--- config.mk ---
export PLATFORM = sky130hd
export DESIGN_NAME = traffic_light_pedestrian_controller
export DESIGN_NICKNAME = d
export VERILOG_FILES = /design/src/hdl/tlpc_pkg.sv /design/src/hdl/traffic_light_pedestrian_controller.sv
export SDC_FILE = /design/constraint.sdc
export NUM_CORES = 1
export LEC_CHECK = 0
export ABC_AREA = 1
export BUFFER_PORTS_ARGS = -buffer_cell sky130_fd_sc_hd__buf_4
export CAP_MARGIN = 20
export CORE_MARGIN = 2
export CORE_UTILIZATION = 30
export DETAILED_ROUTE_END_ITERATION = 10
export HOLD_SLACK_MARGIN = 0.1
export SLEW_MARGIN = 30
export SYNTH_ARGS = -nofsm -noshare
export SYNTH_HDL_FRONTEND = slang
export SYNTH_SLANG_ARGS = --single-unit
--- constraint.sdc ---
create_clock -name clk -period 4.45 [get_ports clk]
set_clock_uncertainty 0.1 [all_clocks]
set_input_delay 0.89 -clock clk [delete_from_list [all_inputs] [get_ports clk]]
set_output_delay 0.89 -clock clk [all_outputs]
set_load 0.01 [all_outputs]
--- src/hdl/tlpc_pkg.sv ---
package tlpc_pkg;

	localparam int TIMER_BITS = 16;
	localparam int CFG_W = 16;
	localparam int CFG_IDX_W = 3;
	localparam int CMP_W = (TIMER_BITS > CFG_W) ? TIMER_BITS : CFG_W;

	localparam logic [CFG_W-1:0] GREEN_RST = CFG_W'(10000);
	localparam logic [CFG_W-1:0] MIN_GREEN_RST = CFG_W'(5000);
	localparam logic [CFG_W-1:0] YELLOW_RST = CFG_W'(3000);
	localparam logic [CFG_W-1:0] ALL_RED_RST = CFG_W'(10000);
	localparam logic [CFG_W-1:0] DEBOUNCE_RST = CFG_W'(200);

	typedef logic [TIMER_BITS-1:0] timer_t;

	typedef enum logic [2:0] {
		PH_R1_GREEN  = 3'd0,
		PH_R1_YELLOW = 3'd1,
		PH_ALL_RED   = 3'd2,
		PH_R2_GREEN  = 3'd3,
		PH_R2_YELLOW = 3'd4
	} phase_t;

	typedef enum logic [CFG_IDX_W-1:0] {
		REG_GREEN    = 3'd0,
		REG_MIN_GRN  = 3'd1,
		REG_YELLOW   = 3'd2,
		REG_ALL_RED  = 3'd3,
		REG_DEBOUNCE = 3'd4
	} cfg_reg_t;

	typedef struct packed {
		logic r1_red;
		logic r1_yellow;
		logic r1_green;
		logic r2_red;
		logic r2_green;
	} lamps_t;

	typedef struct packed {
		lamps_t lamps;
		phase_t ph;
		logic   req;
		logic   changed;
	} result_t;

	function automatic lamps_t lamp_decode(input phase_t ph);
		lamps_t l;
		l = '0;
		case (ph)
			PH_R1_GREEN:  l = '{r1_red: 1'b0, r1_yellow: 1'b0, r1_green: 1'b1,
				r2_red: 1'b1, r2_green: 1'b0};
			PH_R1_YELLOW: l = '{r1_red: 1'b0, r1_yellow: 1'b1, r1_green: 1'b0,
				r2_red: 1'b1, r2_green: 1'b0};
			PH_ALL_RED:   l = '{r1_red: 1'b1, r1_yellow: 1'b0, r1_green: 1'b0,
				r2_red: 1'b1, r2_green: 1'b0};
			PH_R2_GREEN:  l = '{r1_red: 1'b1, r1_yellow: 1'b0, r1_green: 1'b0,
				r2_red: 1'b0, r2_green: 1'b1};
			PH_R2_YELLOW: l = '{r1_red: 1'b1, r1_yellow: 1'b1, r1_green: 1'b0,
				r2_red: 1'b1, r2_green: 1'b0};
			default:      l = '0;
		endcase
		return l;
	endfunction

	function automatic timer_t sat_inc(input timer_t v);
		return (v == '1) ? v : v + timer_t'(1);
	endfunction

endpackage

--- src/hdl/traffic_light_pedestrian_controller.sv ---
// channel | signals                          | transaction
// tick in | in_valid, in_ready, button_edge  | one millisecond tick
// lamps   | out_valid, out_ready, lamp/phase | lamp state after that tick
// config  | cfg_we, cfg_index, cfg_wdata     | one register write, no wait
//
// one tick per clock while in_ready is high; the phase, timers and request update in the accept cycle
// and the result is registered, in the output register or, when the output is stalled, in the skid
// results queue two deep (output register plus skid), in_ready falls only when both are full
// reset puts all timers to zero, phase to road1 green and registers to defaults
module traffic_light_pedestrian_controller import tlpc_pkg::*; (
	input  logic                 clk,
	input  logic                 arst_n,
	input  logic                 cfg_we,
	input  logic [CFG_IDX_W-1:0] cfg_index,
	input  logic [CFG_W-1:0]     cfg_wdata,
	input  logic                 in_valid,
	output logic                 in_ready,
	input  logic                 button_edge,
	output logic                 out_valid,
	input  logic                 out_ready,
	output logic                 road1_red,
	output logic                 road1_amber,
	output logic                 road1_go,
	output logic                 road2_red,
	output logic                 road2_go,
	output logic [2:0]           phase,
	output logic                 request_pending,
	output logic                 phase_changed
);

	logic [CFG_W-1:0] green_q, min_green_q, yellow_q, all_red_q, debounce_q;

	phase_t  phase_q, phase_d;
	timer_t  tip_q, tsp_q, tip_d, tsp_d, tip_inc, tsp_inc;
	logic    req_q, req_d, press_ok, done;
	result_t res_d, out_q, skid_q;
	logic    out_valid_q, skid_valid_q, push, pop;

	assign in_ready = !skid_valid_q;
	assign push = in_valid && in_ready;
	assign pop = out_valid_q && out_ready;

	// configuration
	always_ff @(posedge clk or negedge arst_n) begin
		if (!arst_n) begin
			green_q <= GREEN_RST;
			min_green_q <= MIN_GREEN_RST;
			yellow_q <= YELLOW_RST;
			all_red_q <= ALL_RED_RST;
			debounce_q <= DEBOUNCE_RST;
		end else if (cfg_we) begin
			case (cfg_reg_t'(cfg_index))
				REG_GREEN:    green_q <= cfg_wdata;
				REG_MIN_GRN:  min_green_q <= cfg_wdata;
				REG_YELLOW:   yellow_q <= cfg_wdata;
				REG_ALL_RED:  all_red_q <= cfg_wdata;
				REG_DEBOUNCE: debounce_q <= cfg_wdata;
				default: ;
			endcase
		end
	end

	// next state for one tick
	always_comb begin
		tip_inc = sat_inc(tip_q);
		tsp_inc = sat_inc(tsp_q);
		press_ok = button_edge && (CMP_W'(tsp_inc) > CMP_W'(debounce_q));
		req_d = req_q || press_ok;
		tsp_d = press_ok ? '0 : tsp_inc;
		phase_d = phase_q;
		done = 1'b0;
		case (phase_q)
			PH_R1_GREEN: begin
				done = (CMP_W'(tip_inc) >= CMP_W'(green_q)) ||
					(req_d && (CMP_W'(tip_inc) >= CMP_W'(min_green_q)));
				if (done) begin
					req_d = 1'b0;
					phase_d = PH_R1_YELLOW;
				end
			end
			PH_R1_YELLOW: begin
				done = CMP_W'(tip_inc) >= CMP_W'(yellow_q);
				if (done) phase_d = PH_ALL_RED;
			end
			PH_ALL_RED: begin
				done = CMP_W'(tip_inc) >= CMP_W'(all_red_q);
				if (done) phase_d = PH_R2_GREEN;
			end
			PH_R2_GREEN: begin
				done = CMP_W'(tip_inc) >= CMP_W'(green_q);
				if (done) phase_d = PH_R2_YELLOW;
			end
			PH_R2_YELLOW: begin
				done = CMP_W'(tip_inc) >= CMP_W'(yellow_q);
				if (done) phase_d = PH_R1_GREEN;
			end
			default: begin
				done = 1'b1;
				phase_d = PH_R1_GREEN;
			end
		endcase
		tip_d = (phase_d != phase_q) ? '0 : tip_inc;
		res_d.lamps = lamp_decode(phase_d);
		res_d.ph = phase_d;
		res_d.req = req_d;
		res_d.changed = phase_d != phase_q;
	end

	always_ff @(posedge clk or negedge arst_n) begin
		if (!arst_n) begin
			phase_q <= PH_R1_GREEN;
			tip_q <= '0;
			tsp_q <= '0;
			req_q <= 1'b0;
		end else if (push) begin
			phase_q <= phase_d;
			tip_q <= tip_d;
			tsp_q <= tsp_d;
			req_q <= req_d;
		end
	end

	// result register with skid stage
	always_ff @(posedge clk or negedge arst_n) begin
		if (!arst_n) begin
			out_valid_q <= 1'b0;
			skid_valid_q <= 1'b0;
		end else if (pop) begin
			if (skid_valid_q) begin
				skid_valid_q <= 1'b0;
			end else begin
				out_valid_q <= push;
			end
		end else if (!out_valid_q) begin
			out_valid_q <= push;
		end else if (push) begin
			skid_valid_q <= 1'b1;
		end
	end

	always_ff @(posedge clk) begin
		if (pop) begin
			if (skid_valid_q) begin
				out_q <= skid_q;
			end else if (push) begin
				out_q <= res_d;
			end
		end else if (!out_valid_q) begin
			if (push) out_q <= res_d;
		end else if (push) begin
			skid_q <= res_d;
		end
	end

	assign out_valid = out_valid_q;
	assign road1_red = out_q.lamps.r1_red;
	assign road1_amber = out_q.lamps.r1_yellow;
	assign road1_go = out_q.lamps.r1_green;
	assign road2_red = out_q.lamps.r2_red;
	assign road2_go = out_q.lamps.r2_green;
	assign phase = out_q.ph;
	assign request_pending = out_q.req;
	assign phase_changed = out_q.changed;

endmodule

==> results.py <==
metrics = {
    "power": {
        "vdd_ir_drop_max_mv": 0.2176,
        "cellPowerDensity_nw_per_um2": 496.1,
        "leakage_nw": 4.812,
    },
    "clocking": {
        "postCtsResizedCells": 0,
        "worstSkewPairLatency_ps": 430,
        "cts_hold_buffers": 0,
        "htreeDepth": 4,
        "cts_made_buffers": 17,
        "cts.sinks": 138,
        "clockBufferDepth": 2,
        "cts_tree": "done",
        "clkTransAtPathRegs_ps": 60,
        "post_cts_buffers": 0,
        "root_buffer": "clkbuf_16",
    },
    "yosys": {
        "syn_area_um2": 8356,
        "synth_seq_cells": 138,
        "synth_cell_types": 41,
        "synth_top_cell_by_area": "dfrtp_1",
        "ys_seq_area_share_pct": 42.90,
        "synth_common_cells": "nand2_1 (242), inv_1 (163), o21ai_0 (105)",
        "async_reset_ff_share_pct": 85.51,
        "yosys_warnings": 0,
        "synth_flop_cell": "dfrtp_1",
        "synth_top_cell_area_share_pct": 27.85,
        "synthCells": 1019,
        "syn_area_per_cell_um2": 8.200,
        "synth_edf_count": 20,
        "yosysMostFrequentCell": "nand2_1",
        "synth_area_leaders": "dfrtp_1 (28%), ha_1 (12%), nand2_1 (11%)",
        "syn_nets": 1126,
    },
    "sta": {
        "rsz0062_at_grt": "false",
        "hold_viol_final": 0,
        "worst_slack_ps": 461.2,
        "min_period_ps": 3989,
        "slew_headroom_pct": 45.32,
        "totalNegativeSetupSlack_ps": 0,
        "worst_pin_slew_ps": 820.2,
        "whs_ps": 382.3,
        "setup_viol": 0,
        "drv_slew": 0,
        "fmax_ghz": 0.2507,
        "period_share_pct": 89.64,
    },
    "place": {
        "pre_cts_slack_ps": 492.5,
        "dp_hpwl_um": 14240,
        "place_inst": 1410,
        "place_congestion": 0.8269,
        "dpl-instance-area_um2": 9036,
        "portBuffers": 36,
    },
    "die": {
        "num_io_pins": 37,
        "die_h_um": 170.9,
        "coreArea_um2": 27630,
        "die_w_um": 170.9,
        "die_area_um2": 29200,
        "floorplan.initialDensity_pct": 30.24,
        "row_count": 61,
    },
    "global_routing": {
        "grt_start_max_net_pins": 63,
        "track_usage_pct": 14.20,
        "grt_pass1_vias": 6302,
        "antenna_found_initial": 0,
        "overflow": 0,
        "grt_pass1_wl_um": 32710,
    },
    "detailed_routing": {
        "ant_nets": 0,
        "wire_per_inst_um": 13.46,
        "drt-total-wl_um": 19410,
        "via_count": 6526,
        "firstDrtPassIters": 5,
        "drt_iter0_markers": 500,
        "routed_via_density": 4.526,
        "remaining_drc_errors": 0,
    },
    "status": {
        "status": "completed",
    },
    "finish": {
        "fin_nets": 1158,
        "fin_area_um2": 9642,
        "drive_gt1_share_pct": 13.25,
        "area_growth_pct": 15.39,
        "finalNonFillerCells": 1442,
        "diodes": 0,
    },
    "setup_path": {
        "cp-end-kind": "flip-flop",
        "worstSetupPathType": "reg2reg",
        "crit_path_max_fanout": 9,
        "start_kind": "flip-flop",
        "cp.arrival_ps": 4080,
        "critPathRequiredTime_ps": 4540,
    },
    "job": {
        "drv_cap": 0,
    },
    "min_path": {
        "hp-class": "reg2reg",
    },
}
## cells by family (layout without fill, tap and decap cells)
logic type | Yosys count | after routing | share of synthesized area [%]
flip-flops | 138 | 138 | 42.90
buffers and inverters | 201 | 246 | 9.269
adder cells (fa/ha/maj) | 82 | 82 | 12.28
AO/OA/AOI/OAI | 191 | 191 | 12.41
XOR/XNOR | 17 | 17 | 1.782
AND/OR/NAND/NOR | 390 | 390 | 21.35
## layer usage
metal / track usage (%) / vias to the layer above / share of wire (%)
li1: - / 3386 / -
met1: 19.00 / 3039 / 49
met2: 23.85 / 86 / 47
met3: 1.989 / 15 / 2.9
met4: 4.311 / 0 / 1.4
met5: 0 / - / 0
## metrics by stage
| step | total power, mW | util (%) |
|---|---|---|
| final | 4.783 | 34.90 |
| after global routing | 5.141 | 34.90 |
| after CTS | 4.834 | 34.88 |
| after detailed placement | 3.354 | 32.71 |
| after global placement | 3.314 | 32.66 |
| after floorplan | 2.907 | - |
## path summary, 6_finish.rpt
path / from / endpoint / slack (ps) / cells past startpoint
worst max-delay path: tip_q[0]$_DFFE_PN0P_ / road1_amber$_DFFE_PP_ / 460 / 19
worst min-delay path: skid_valid_q$_DFFE_PN0P_ / skid_valid_q$_DFFE_PN0P_ / 380 / 2
worst max register to register: tip_q[0]$_DFFE_PN0P_ / road1_amber$_DFFE_PP_ / 460 / 19
worst min register to register: skid_valid_q$_DFFE_PN0P_ / skid_valid_q$_DFFE_PN0P_ / 380 / 2
max in group asynchronous: arst_n / yellow_q[3]$_DFFE_PN1P_ / 2960 / 2
min in group asynchronous: arst_n / debounce_q[12]$_DFFE_PN0P_ / 460 / 1
## cell usage in the layout, fill, tap and decap left out, types with 3 or more instances in the layout
cell and instances:
o21a_1 9, bufinv_16 3, buf_4 40, o221ai_1 3
nand3_1 23, inv_1 163, nor3_2 7, dfrtp_1 93
inv_2 9, nor2_1 42, xor2_1 15, o22ai_1 10
edfxtp_1 20, nor2_2 5, dfstp_2 25, o21ai_0 105
o21ai_1 3, nand4_1 28, clkinv_4 4, nand2_1 240
ha_1 82, nand2_2 10, nor2_4 4, clkbuf_16 17
o21bai_1 10, a21oi_1 47, nand3_2 5, nor3_1 17
## power by group
group	internal [mW]	switching [mW]
clock	0.884	0.582
sequential	1.61	0.155
combinational	0.565	0.988
## flip-flops by register name, summed over array words and instances (netlist names), 3 cells and up
signal	cells
skid_q	10
phase_q	3
debounce_q	16
min_green_q	16
yellow_q	16
all_red_q	16
tsp_q	16
phase	3
green_q	16
tip_q	16
## cell type report
class	count	area [um2]
Inverter	173	649.4
Timing Repair Buffer	41	320.3
Multi-Input combinational cell	680	4014
Sequential cell	138	3585
Fill cell	2868	17990
Tap cell	378	473.0
Clock buffer	18	429.2
Clock inverter	14	171.4
## critical path: stages, from the launching register on
cell and delay (ps):
dfrtp_1 420, ha_1 210, inv_1 110, nor2_1 80, nand3_1 140, nand3b_4 210
nand3_1 140, nor2_1 140, xor2_1 420, ha_1 340, a21oi_1 150, o21ai_1 70
a21oi_1 210, nand3_2 160, nand2_1 100, inv_2 40, nor2_1 370, nand2_1 140
o21bai_1 140, inv_1 50
Power figures use the tool's default switching activity.
